$ cat config.mk
export PLATFORM = sky130hd
export DESIGN_NAME = haar2d_back
export DESIGN_NICKNAME = d
export VERILOG_FILES = /design/src/rtl/core/haar2d_pkg.sv /design/src/rtl/core/haar2d_back.sv
export SDC_FILE = /design/constraint.sdc
export NUM_CORES = 1
export LEC_CHECK = 0
export BUFFER_PORTS_ARGS = -buffer_cell sky130_fd_sc_hd__buf_2
export CORE_MARGIN = 2
export CORE_UTILIZATION = 48
export CTS_CLUSTER_SIZE = 16
export DETAILED_ROUTE_END_ITERATION = 8
export PLACE_DENSITY = 0.73
export RECOVER_POWER = 100
export SETUP_SLACK_MARGIN = 0.05
export SLEW_MARGIN = 10
export SYNTH_ARGS = -nofsm -noshare
export SYNTH_HDL_FRONTEND = slang
export SYNTH_SLANG_ARGS = --single-unit
$ cat constraint.sdc
create_clock -name clk -period 3.11 [get_ports clk]
set_input_delay 0.622 -clock clk [delete_from_list [all_inputs] [get_ports clk]]
set_output_delay 0.622 -clock clk [all_outputs]
set_load 0.05 [all_outputs]
$ cat src/rtl/core/haar2d_pkg.sv
package haar2d_pkg;

    localparam int SAMPLE_W    = 8;
    localparam int SUM_W       = 9;
    localparam int COEFF_W     = 10;
    localparam int BAND_W      = 10;
    localparam int CFG_DATA_W  = 12;
    localparam int CFG_INDEX_W = 2;

    localparam int DEFAULT_MAX_WIDTH  = 2048;
    localparam int DEFAULT_MAX_HEIGHT = 2048;

    localparam logic [CFG_DATA_W-1:0] IMAGE_WIDTH_RESET  = 12'd256;
    localparam logic [CFG_DATA_W-1:0] IMAGE_HEIGHT_RESET = 12'd256;

    localparam logic [CFG_INDEX_W-1:0] CFG_IMAGE_WIDTH  = 2'd0;
    localparam logic [CFG_INDEX_W-1:0] CFG_IMAGE_HEIGHT = 2'd1;

    typedef struct packed {
        logic [SUM_W-1:0]        sum;
        logic signed [SUM_W-1:0] diff;
        logic                    use_line;
        logic [BAND_W-1:0]       band_col;
        logic [BAND_W-1:0]       band_row;
        logic                    frame_done;
    } pair_item_t;

    function automatic int line_depth(input int max_width);
        line_depth = (max_width + 1) >> 1;
    endfunction

    function automatic int addr_w(input int depth);
        addr_w = (depth > 1) ? $clog2(depth) : 1;
    endfunction

    function automatic int unsigned clamp_size(input logic [CFG_DATA_W-1:0] v,
                                               input int unsigned max_size);
        if (v == '0)
        begin
            clamp_size = 1;
        end
        else if (32'(v) > max_size)
        begin
            clamp_size = max_size;
        end
        else
        begin
            clamp_size = 32'(v);
        end
    endfunction

endpackage

$ cat src/rtl/core/haar2d_back.sv
module haar2d_back (
    input  logic                                  clk,
    input  logic                                  rst_n,
    input  logic                                  accept,
    input  haar2d_pkg::pair_item_t                item,
    input  logic                                  item_emit,
    input  logic [2*haar2d_pkg::SUM_W-1:0]        line_data,
    output logic                                  sample_ready,
    output logic                                  coeff_valid,
    input  logic                                  coeff_ready,
    output logic [haar2d_pkg::COEFF_W-1:0]        ll_coeff,
    output logic signed [haar2d_pkg::COEFF_W-1:0] hl_coeff,
    output logic signed [haar2d_pkg::COEFF_W-1:0] lh_coeff,
    output logic signed [haar2d_pkg::COEFF_W-1:0] hh_coeff,
    output logic [haar2d_pkg::BAND_W-1:0]         band_col,
    output logic [haar2d_pkg::BAND_W-1:0]         band_row,
    output logic                                  frame_done
);

    localparam int UW = haar2d_pkg::SUM_W;
    localparam int KW = haar2d_pkg::COEFF_W;
    localparam int BW = haar2d_pkg::BAND_W;

    haar2d_pkg::pair_item_t s1_reg;
    logic                   s1_valid_reg, s1_valid_next;
    logic                   out_valid_reg, out_valid_next;
    logic                   s1_move;

    logic [KW-1:0] sum10, diff10, us10, ud10;
    logic [KW-1:0] ll_reg, hl_reg, lh_reg, hh_reg;
    logic [BW-1:0] col_reg, row_reg;
    logic          done_reg;
    logic [UW-1:0] line_sum;
    logic [UW-1:0] line_diff;

    assign s1_move      = s1_valid_reg && (!out_valid_reg || coeff_ready);
    assign sample_ready = !s1_valid_reg || s1_move;

    assign line_sum  = line_data[2*UW-1:UW];
    assign line_diff = line_data[UW-1:0];

    assign sum10  = {1'b0, s1_reg.sum};
    assign diff10 = {s1_reg.diff[UW-1], s1_reg.diff};
    assign us10   = s1_reg.use_line ? {1'b0, line_sum} : sum10;
    assign ud10   = s1_reg.use_line ? {line_diff[UW-1], line_diff} : diff10;

    always_comb
    begin
        s1_valid_next = s1_valid_reg;
        if (accept)
        begin
            s1_valid_next = item_emit;
        end
        else if (s1_move)
        begin
            s1_valid_next = 1'b0;
        end
    end

    always_comb
    begin
        out_valid_next = out_valid_reg;
        if (s1_move)
        begin
            out_valid_next = 1'b1;
        end
        else if (coeff_ready)
        begin
            out_valid_next = 1'b0;
        end
    end

    always_ff @(posedge clk or negedge rst_n)
    begin
        if (!rst_n)
        begin
            s1_valid_reg  <= 1'b0;
            out_valid_reg <= 1'b0;
        end
        else
        begin
            s1_valid_reg  <= s1_valid_next;
            out_valid_reg <= out_valid_next;
        end
    end

    always_ff @(posedge clk)
    begin
        if (accept)
        begin
            s1_reg <= item;
        end
        if (s1_move)
        begin
            ll_reg   <= us10 + sum10;
            hl_reg   <= us10 - sum10;
            lh_reg   <= ud10 + diff10;
            hh_reg   <= ud10 - diff10;
            col_reg  <= s1_reg.band_col;
            row_reg  <= s1_reg.band_row;
            done_reg <= s1_reg.frame_done;
        end
    end

    assign coeff_valid = out_valid_reg;
    assign ll_coeff    = ll_reg;
    assign hl_coeff    = $signed(hl_reg);
    assign lh_coeff    = $signed(lh_reg);
    assign hh_coeff    = $signed(hh_reg);
    assign band_col    = col_reg;
    assign band_row    = row_reg;
    assign frame_done  = done_reg;

endmodule

==> results.md <==
- Status: finished, violations left
- Failing checks: capacitance limit, slew limit
- Crit Path Max Fanout: 29
- Post-CTS Setup Inserts: 0
- Hold Fails Final Rpt: 0
- Pwr Density: 608 nW/um^2
- Fmax: 363 MHz
- Startpoint types: flip-flop
- Die X: 105 um
- WP data required: 3230 ps
- Via count: 3,130
- Vias in the first global route: 3,189
- Max-cap viol count: 2
- Async SR Flop Fraction: 0.0198
- Data arrival, critical path: 2880 ps
- GR peak layer: met2
- HPWL Detailed: 6930 um
- Min Tclk post-route: 2760 ps
- Met2 Resource Use GR: 0.313
- Worst-path clk slew: 110 ps
- Max clock buf depth: 2
- Reg2reg start: s1_reg[21]$_DFFE_PP_
- Yosys Warn Count: 0
- Gr usage total: 0.176
- Area Growth Syn to Fin: 16.3%
- DR iter-0 viols: 139
- CTS tree: done
- Sequential standard cell area: 3020 sq um
- Fin crit share: 0.886
- IO Pins: 126
- Min-Delay Startpoint: item[3]
- Initial antenna violation count: 0
- Starting Density: 0.498
- Avg Cell Area, Syn: 13.4 sq um
- RSZ-0062 raised after global routing: false
- Die area: 11,100 sq um
- Root buf cell: clkbuf_8
- Layout cell share with drive strength beyond 1: 0.181
- H-tree level count: 3
- Area occupied by multi-input gates: 1640 sq um
- Final net count: 597
- HP Class: primary input to flip-flop
- Rows: 36
- Final GP Congestion: 0.911
- Netlist cell types: 45
- DRC violations left: 0
- Register bit total from synthesis: 101
- Leakage: 0.00228 uW
- Critical Path Source: s1_reg[21]$_DFFE_PP_
- Remaining global-route overflow: 0
- Number of flip-flops in the largest register: 31
- Net Count, Synth: 472
- Fill count: 835
- Routed WL: 9400 um
- Setup slack, reg-to-reg: 350 ps
- Ys flop type: edfxtp_1
- Synth Instances: 367
- Met1 Usage GRT: 0.196
- Skew-Pair Late Insertion Delay: 370 ps
- Met3 Resource Use GR: 0.0393
- CTS Buf Count: 9
- Setup slack after placement: 425 ps
- Buffers on Ports: 125
- Largest net degree at the start of global routing: 43
- Most common cell after layout, fill and taps aside: edfxtp_1
- Antenna Cells: 0
- CP endpoint kind: flip-flop
- Most frequent cells in the layout: 99 x edfxtp_1, 68 x clkbuf_1, 58 x buf_2, 38 x ha_1, 30 x inv_1
- DRT Pass-1 Iters: 5
- CTS Sinks: 101
- Seq/Total Area, Yosys: 0.615
- Setup WS post-layout: 354 ps
- Slew headroom: -0.587
- CP Class: flip-flop to flip-flop
- Max VDD drop: 0.313 mV
- Synthesized area: 4910 sq um
- Clk_skew: 10.8 ps
- Post-synth EDFFs: 99
- # setup viols final: 0
- ANT nets after route: 0
- First-pass GRT wire length: 15,000 um
- Routed vias/inst: 4.97
- Core area: 9860 sq um
- Slew Limit Fails: 67
- Routed wire per std cell: 14.9 um
- Post-Route Setup TNS: 0 ps
- Die Ht: 105 um
- Least-Margin Pin Slew: 2380 ps
==> Yosys cell counts (all sizes together), types with 4 or more instances <==
cell,number,share of area
a21oi,16,0.018
buf,11,0.018
clkbuf,5,0.0041
edfxtp,99,0.61
fa,4,0.016
ha,38,0.097
inv,32,0.024
nand2,24,0.018
nand3,5,0.0051
nor2,23,0.018
nor2b,7,0.0089
nor3,5,0.0051
o21ai,27,0.028
o21bai,5,0.0084
o41ai,4,0.013
xnor2,15,0.027
xor2,12,0.021
==> report_power, final <==
group | internal, uW | switching, uW | total [uW]
clock | 311 | 496 | 806
sequential | 1680 | 40.5 | 1720
combinational | 299 | 653 | 951
total | 2290 | 1190 | 3480
==> metrics by stage <==
step	area (sq um)	hold WS (ps)	utilization	total power, uW	cells
after floorplan	4910	326	-	2520	367
after global placement	5630	401	0.571	2700	613
after detailed placement	5630	405	0.571	2730	613
after CTS	5830	389	0.591	3540	630
after global routing	5710	387	0.579	3650	630
final	5710	413	0.579	3480	630
==> kinds of logic (layout without fill, tap and decap cells) <==
family / count (synthesis) / in the layout / synth area share
flip-flops: 101 / 101 / 0.615
XOR/XNOR: 27 / 27 / 0.0481
buffers and inverters: 48 / 178 / 0.0464
multiplexers: 2 / 2 / 0.00408
AND/OR/NAND/NOR: 75 / 75 / 0.0706
adder cells (fa/ha/maj): 42 / 42 / 0.113
AO/OA/AOI/OAI: 72 / 72 / 0.102
==> layout make-up <==
cell class,count,area share
multi-input combinational,218,0.287
tap,133,0.0291
inverter,32,0.0210
clock buffer,9,0.0217
timing repair buffer,130,0.100
clock inverter,7,0.0116
sequential,101,0.529
==> worst max-delay path: stages, from the launching register on <==
cell and delay [ps]:
edfxtp_1 480, buf_4 330, nand2_1 110, o21ai_0 120, clkbuf_1 270, ha_1 300, nor2b_1 180, o21ai_0 130
a31oi_1 280, o22ai_1 150, xor2_1 150
==> final timing paths <==
kind,cells after the start,to
worst max-delay path,10,lh_coeff[7]$_DFFE_PP_
worst min-delay path,1,s1_reg[3]$_DFFE_PP_
worst max register to register,10,lh_coeff[7]$_DFFE_PP_
worst min register to register,0,band_row[1]$_DFFE_PP_
max in group asynchronous,2,s1_valid_reg$_DFFE_PN0P_
min in group asynchronous,2,coeff_valid$_DFFE_PN0P_
==> what timing repair did <==
action | 4_1_cts | 5_1_grt
gates resized for setup | 0 | 0
endpoints found under the hold margin | 2 | 0
hold buffers | 1 | 0
==> layer usage <==
layer,vias to the layer above,wire [um],share of wire
li1,1540,-,-
met1,1471,3710,0.39
met2,96,4880,0.52
met3,23,477,0.051
met4,0,337,0.036
met5,-,0,0
No activity file was read; power rests on OpenSTA's default activity.
