--- config.mk ---
export PLATFORM = sky130hd
export DESIGN_NAME = haar2d_front
export DESIGN_NICKNAME = d
export VERILOG_FILES = /design/src/rtl/core/haar2d_pkg.sv /design/src/rtl/core/haar2d_front.sv
export SDC_FILE = /design/constraint.sdc
export NUM_CORES = 1
export LEC_CHECK = 0
export BUFFER_PORTS_ARGS = -buffer_cell sky130_fd_sc_hd__buf_2
export CORE_MARGIN = 2
export CORE_UTILIZATION = 54
export DETAILED_ROUTE_END_ITERATION = 8
export PLACE_DENSITY = 0.93
export SLEW_MARGIN = 20
export SYNTH_ARGS = -nofsm -noshare
export SYNTH_HDL_FRONTEND = slang
export SYNTH_SLANG_ARGS = --single-unit
--- constraint.sdc ---
create_clock -name clk -period 3.3 [get_ports clk]
set_input_delay 0.165 -clock clk [delete_from_list [all_inputs] [get_ports clk]]
set_output_delay 0.165 -clock clk [all_outputs]
set_load 0.01 [all_outputs]
--- src/rtl/core/haar2d_pkg.sv ---
package haar2d_pkg;

    localparam int SAMPLE_W    = 8;
    localparam int SUM_W       = 9;
    localparam int COEFF_W     = 10;
    localparam int BAND_W      = 10;
    localparam int CFG_DATA_W  = 12;
    localparam int CFG_INDEX_W = 2;

    localparam int DEFAULT_MAX_WIDTH  = 2048;
    localparam int DEFAULT_MAX_HEIGHT = 2048;

    localparam logic [CFG_DATA_W-1:0] IMAGE_WIDTH_RESET  = 12'd256;
    localparam logic [CFG_DATA_W-1:0] IMAGE_HEIGHT_RESET = 12'd256;

    localparam logic [CFG_INDEX_W-1:0] CFG_IMAGE_WIDTH  = 2'd0;
    localparam logic [CFG_INDEX_W-1:0] CFG_IMAGE_HEIGHT = 2'd1;

    typedef struct packed {
        logic [SUM_W-1:0]        sum;
        logic signed [SUM_W-1:0] diff;
        logic                    use_line;
        logic [BAND_W-1:0]       band_col;
        logic [BAND_W-1:0]       band_row;
        logic                    frame_done;
    } pair_item_t;

    function automatic int line_depth(input int max_width);
        line_depth = (max_width + 1) >> 1;
    endfunction

    function automatic int addr_w(input int depth);
        addr_w = (depth > 1) ? $clog2(depth) : 1;
    endfunction

    function automatic int unsigned clamp_size(input logic [CFG_DATA_W-1:0] v,
                                               input int unsigned max_size);
        if (v == '0)
        begin
            clamp_size = 1;
        end
        else if (32'(v) > max_size)
        begin
            clamp_size = max_size;
        end
        else
        begin
            clamp_size = 32'(v);
        end
    endfunction

endpackage

--- src/rtl/core/haar2d_front.sv ---
module haar2d_front #(
    parameter int MAX_WIDTH  = haar2d_pkg::DEFAULT_MAX_WIDTH,
    parameter int MAX_HEIGHT = haar2d_pkg::DEFAULT_MAX_HEIGHT
) (
    input  logic                                       clk,
    input  logic                                       rst_n,
    input  logic                                       cfg_write,
    input  logic [haar2d_pkg::CFG_INDEX_W-1:0]         cfg_index,
    input  logic [haar2d_pkg::CFG_DATA_W-1:0]          cfg_data,
    input  logic                                       accept,
    input  logic [haar2d_pkg::SAMPLE_W-1:0]            sample,
    output haar2d_pkg::pair_item_t                     item,
    output logic                                       item_emit,
    output logic                                       wr_en,
    output logic [haar2d_pkg::addr_w(haar2d_pkg::line_depth(MAX_WIDTH))-1:0] wr_addr,
    output logic [2*haar2d_pkg::SUM_W-1:0]             wr_data,
    output logic                                       rd_en,
    output logic [haar2d_pkg::addr_w(haar2d_pkg::line_depth(MAX_WIDTH))-1:0] rd_addr
);

    localparam int CW = $clog2(MAX_WIDTH);
    localparam int WW = $clog2(MAX_WIDTH + 1);
    localparam int RW = $clog2(MAX_HEIGHT);
    localparam int HW = $clog2(MAX_HEIGHT + 1);
    localparam int AW = haar2d_pkg::addr_w(haar2d_pkg::line_depth(MAX_WIDTH));
    localparam int SW = haar2d_pkg::SAMPLE_W;
    localparam int UW = haar2d_pkg::SUM_W;
    localparam int BW = haar2d_pkg::BAND_W;

    logic [WW-1:0] width_reg, width_next;
    logic [HW-1:0] height_reg, height_next;
    logic [CW-1:0] col_reg, col_next;
    logic [RW-1:0] row_reg, row_next;
    logic [SW-1:0] pend_reg, pend_next;

    logic [31:0]   col_ext;
    logic [31:0]   row_ext;
    logic          last_col;
    logic          last_row;
    logic          pair_ready;
    logic [SW-1:0] pair_a;
    logic [UW-1:0] pair_sum;
    logic [UW-1:0] pair_diff;

    assign col_ext  = 32'(col_reg);
    assign row_ext  = 32'(row_reg);
    assign last_col = (WW'(col_reg) + WW'(1)) == width_reg;
    assign last_row = (HW'(row_reg) + HW'(1)) == height_reg;

    assign pair_ready = col_reg[0] || last_col;
    assign pair_a     = col_reg[0] ? pend_reg : sample;
    assign pair_sum   = {1'b0, pair_a} + {1'b0, sample};
    assign pair_diff  = {1'b0, pair_a} - {1'b0, sample};

    always_comb
    begin
        item.sum        = pair_sum;
        item.diff       = $signed(pair_diff);
        item.use_line   = row_reg[0];
        item.band_col   = col_ext[BW:1];
        item.band_row   = row_ext[BW:1];
        item.frame_done = last_col && last_row;
    end

    assign item_emit = pair_ready && (row_reg[0] || last_row);
    assign wr_en     = accept && pair_ready && !row_reg[0] && !last_row;
    assign wr_addr   = col_ext[AW:1];
    assign wr_data   = {pair_sum, pair_diff};
    assign rd_en     = accept && pair_ready && row_reg[0];
    assign rd_addr   = col_ext[AW:1];

    always_comb
    begin
        width_next  = width_reg;
        height_next = height_reg;
        col_next    = col_reg;
        row_next    = row_reg;
        pend_next   = pend_reg;
        if (cfg_write)
        begin
            unique case (cfg_index)
                haar2d_pkg::CFG_IMAGE_WIDTH:
                begin
                    width_next = WW'(haar2d_pkg::clamp_size(cfg_data, MAX_WIDTH));
                    col_next   = '0;
                    row_next   = '0;
                    pend_next  = '0;
                end
                haar2d_pkg::CFG_IMAGE_HEIGHT:
                begin
                    height_next = HW'(haar2d_pkg::clamp_size(cfg_data, MAX_HEIGHT));
                    col_next    = '0;
                    row_next    = '0;
                    pend_next   = '0;
                end
                default:
                begin
                end
            endcase
        end
        else if (accept)
        begin
            if (!col_reg[0] && !last_col)
            begin
                pend_next = sample;
            end
            if (last_col)
            begin
                col_next = '0;
                row_next = last_row ? '0 : row_reg + RW'(1);
            end
            else
            begin
                col_next = col_reg + CW'(1);
            end
        end
    end

    always_ff @(posedge clk or negedge rst_n)
    begin
        if (!rst_n)
        begin
            width_reg  <= WW'(haar2d_pkg::clamp_size(haar2d_pkg::IMAGE_WIDTH_RESET,
                                                      MAX_WIDTH));
            height_reg <= HW'(haar2d_pkg::clamp_size(haar2d_pkg::IMAGE_HEIGHT_RESET,
                                                      MAX_HEIGHT));
            col_reg    <= '0;
            row_reg    <= '0;
            pend_reg   <= '0;
        end
        else
        begin
            width_reg  <= width_next;
            height_reg <= height_next;
            col_reg    <= col_next;
            row_reg    <= row_next;
            pend_reg   <= pend_next;
        end
    end

endmodule

==> out/qor_table.md <==
| Result | Reported |
|:---|:---|
| Initial antenna violation count | 0 |
| Area enclosed by the die boundary | 8670 sq um |
| Number of instances in the synthesized netlist | 492 |
| Iteration count of the initial detailed-routing pass | 5 |
| Maximum VDD drop | 382 uV |
| Number of nets in the final layout | 585 |
| Arrival time at the worst endpoint | 2.91 ns |
| Post-route clock period utilization | 93.2% |
| Setup crit end kind | primary output |
| Number of enable-type register cells in the synthesized netlist | 0 |
| Final non-filler cell area | 4620 sq um |
| Number of global-route vias before repair | 3528 |
| DRC violation total after the first TritonRoute iteration | 204 |
| Max Root-Sink Buffers | 2 |
| Total vias in the final route | 3644 |
| Setup Fix Bufs, Post-CTS | 0 |
| Root buffer cell | clkbuf_8 |
| Slowest stage cell, crit path | dfrtp_1 |
| Number of core rows | 32 |
| Post-synthesis cell area | 4290 sq um |
| Largest area contributor in the netlist | dfrtp_1 |
| Number of DRC violations after detailed routing | 0 |
| Mapped Nets | 538 |
| Async S/R FF share, synth | 100% |
| Largest net degree at the start of global routing | 29 |
| Slew at the pin with the worst max-slew slack | 0.626 ns |
| Number of inserted diodes | 0 |
| Horizontal extent of the die | 93.1 um |
| Startpoint class of the critical path | flip-flop |
| Total area of sequential cells | 1360 sq um |
| Headroom to the max-slew limit | 58.2% |
| P per Cell Area | 508 nW/um^2 |
| Number of CTS-inserted buffers | 5 |
| Yosys cell types | 60 |
| First-pass GRT wire length | 15.8 mm |
| Area of the multi-input gates | 2360 sq um |
| Number of nets still failing antenna checks after routing | 0 |
| Worst path setup slack after routing | 0.226 ns |
| Post-synthesis sequential element count | 54 |
| Largest fanout on the critical path | 9 |
| DP Area | 4510 sq um |
| Worst Hold Class | primary input to flip-flop |
| Wirelength, routed | 9.65 mm |
| Vert. Die Dim | 93.1 um |
| Routability-driven placement congestion ratio | 0.901 |
| Final count of negative-setup-slack endpoints | 0 |
| Worst clock skew on the final layout | 0.00652 ns |
| Hold violation count in the final report | 0 |
| Type of the worst setup path | flip-flop to primary output |
| CTS H-tree depth | 2 |
| Required @ worst endpoint | 3.13 ns |
| Max Slew Vio Count | 0 |
| Critical Path, Cell by Cell | ha_1, or3b_1, a211oi_1, nor3_1, nor4_4, and2_1, o21ai_0, nor3_1, buf_2 |
| Overflow after GRT | 0 |
| PortBufs | 106 |
| Clock latency on the worst-skew pair | 0.31 ns |
| Clock-pin slew on the worst setup and hold paths | 0.10 ns |
| Fill cells | 710 |
| Commonest cells after routing, fill and taps aside | buf_2 (106), nand2_1 (61), dfrtp_1 (51) |
| Share of the synthesized area in the top cell type | 30.3% |
| Sequential element share of the synthesized area | 31.6% |
| Effective utilization at floorplan | 55.5% |
| Reported leakage power | 2.22 nW |
| Gr usage total | 22.4% |
| Top flip-flop cell by instance count after synthesis | dfrtp_1 |
| Tmin final | 3.07 ns |
| Cell repeated most along the worst path | nor3_1 |
| Unrepaired setup endpoints after global routing | no |
| Mean routed wirelength per cell | 15.0 um |
| Clock tree from TritonCTS | done |
| Count of maximum capacitance violations | 0 |
| Top post-synthesis cells by area | dfrtp_1 (30%), buf_4 (8.8%), nand2_1 (5.3%) |
| Outcome | completed |
| Final setup TNS | 0 ns |
| Average footprint of a synthesized cell | 8.72 sq um |
| Core box area | 7730 sq um |
| Yosys warning count | 0 |
| Ports | 107 |
| Synth-to-Final Area Change | 7.76% |
| Fmax | 325 MHz |
| Critical path's largest stage delay | 0.48 ns |
| Post-DP HPWL | 7.55 mm |
| Total number of clock tree sinks | 54 |
| Most common cell after layout, fill and taps aside | buf_2 |
| Share of final-layout standard cells stronger than drive strength 1 | 27.8% |
| Setup slack after placement | 0.150 ns |
| Detailed-route vias per instance | 5.68 |
==> critical path: cells and delay by family, from the launching register on <==
kind,cells,cell delay (ns)
AND/OR/NAND/NOR,5,1.24
flip-flops,1,0.48
AO/OA/AOI/OAI,2,0.40
adder cells (fa/ha/maj),1,0.30
buffers and inverters,1,0.16
==> cell type report <==
class	instances	share of cell area [%]
clock inverters	2	0.271
well taps	102	2.76
flip-flops and latches	54	29.3
multi-input cells	339	51.2
inverters	27	2.19
repair buffers	112	12.5
clock buffers	6	1.79
==> per-stage QoR <==
stage / power [mW] / hold slack, ns / instances / utilization [%]
after floorplan: 1.75 / -0.131 / 492 / -
after global placement: 1.91 / 0.211 / 633 / 58.3
after detailed placement: 1.96 / 0.216 / 633 / 58.3
after CTS: 2.35 / 0.112 / 642 / 59.7
after global routing: 2.49 / 0.123 / 642 / 59.8
final: 2.35 / 0.119 / 642 / 59.8
==> what timing repair did <==
item	in CTS	in global routing
hold buffers	1	0
setup endpoints to repair	0	13
gates resized for setup	0	3
endpoints found under the hold margin	26	0
==> cell families after synthesis <==
logic type	synth area share, %
AND/OR/NAND/NOR	18.3
buffers and inverters	13.5
AO/OA/AOI/OAI	18.6
XOR/XNOR	8.93
multiplexers	2.92
adder cells (fa/ha/maj)	6.19
flip-flops	31.6
==> cell usage after synthesis, drive strengths merged (3+ instances only) <==
cell     n
a22o     3
dfrtp   52
o21ai   36
nand4    5
xnor2   23
nor2b    3
ha      18
nand3    9
mux2     4
clkbuf  13
nand2   63
o21bai   7
o31ai   12
mux2i    8
nor2    14
a21o     5
o21a     3
buf     59
o2bb2a   6
or3      3
or2      4
and3     3
a21oi   19
a31oi   12
nand2b  18
nor4     6
inv     27
nor3    11
xor2    18
==> power breakdown <==
group          switching, mW  leakage, nW  internal, mW
Sequential             0.141        0.691         0.756
Combinational          0.598         1.48         0.460
Clock                  0.221       0.0472         0.169
Total                  0.960         2.22          1.39
==> final timing paths <==
kind / startpoint / endpoint / slack, ns / cells after the start
min in group asynchronous: rst_n / row_reg[3] / 0.40 / 2
hold reg to reg: width_reg[8] / width_reg[8] / 0.49 / 2
setup / recovery: col_reg[1] / wr_en / 0.23 / 9
hold / removal: cfg_data[8] / width_reg[8] / 0.12 / 3
setup reg to reg: row_reg[0] / row_reg[0] / 0.34 / 8
max in group asynchronous: rst_n / height_reg[8] / 2.07 / 3
==> metal layers <==
layer	global-route usage (%)	part of all wire (%)
met1	27.2	42
met5	0	0
met4	6.25	2.0
met3	4.27	6.5
met2	40.5	50
(Power assumes the default switching activity.)
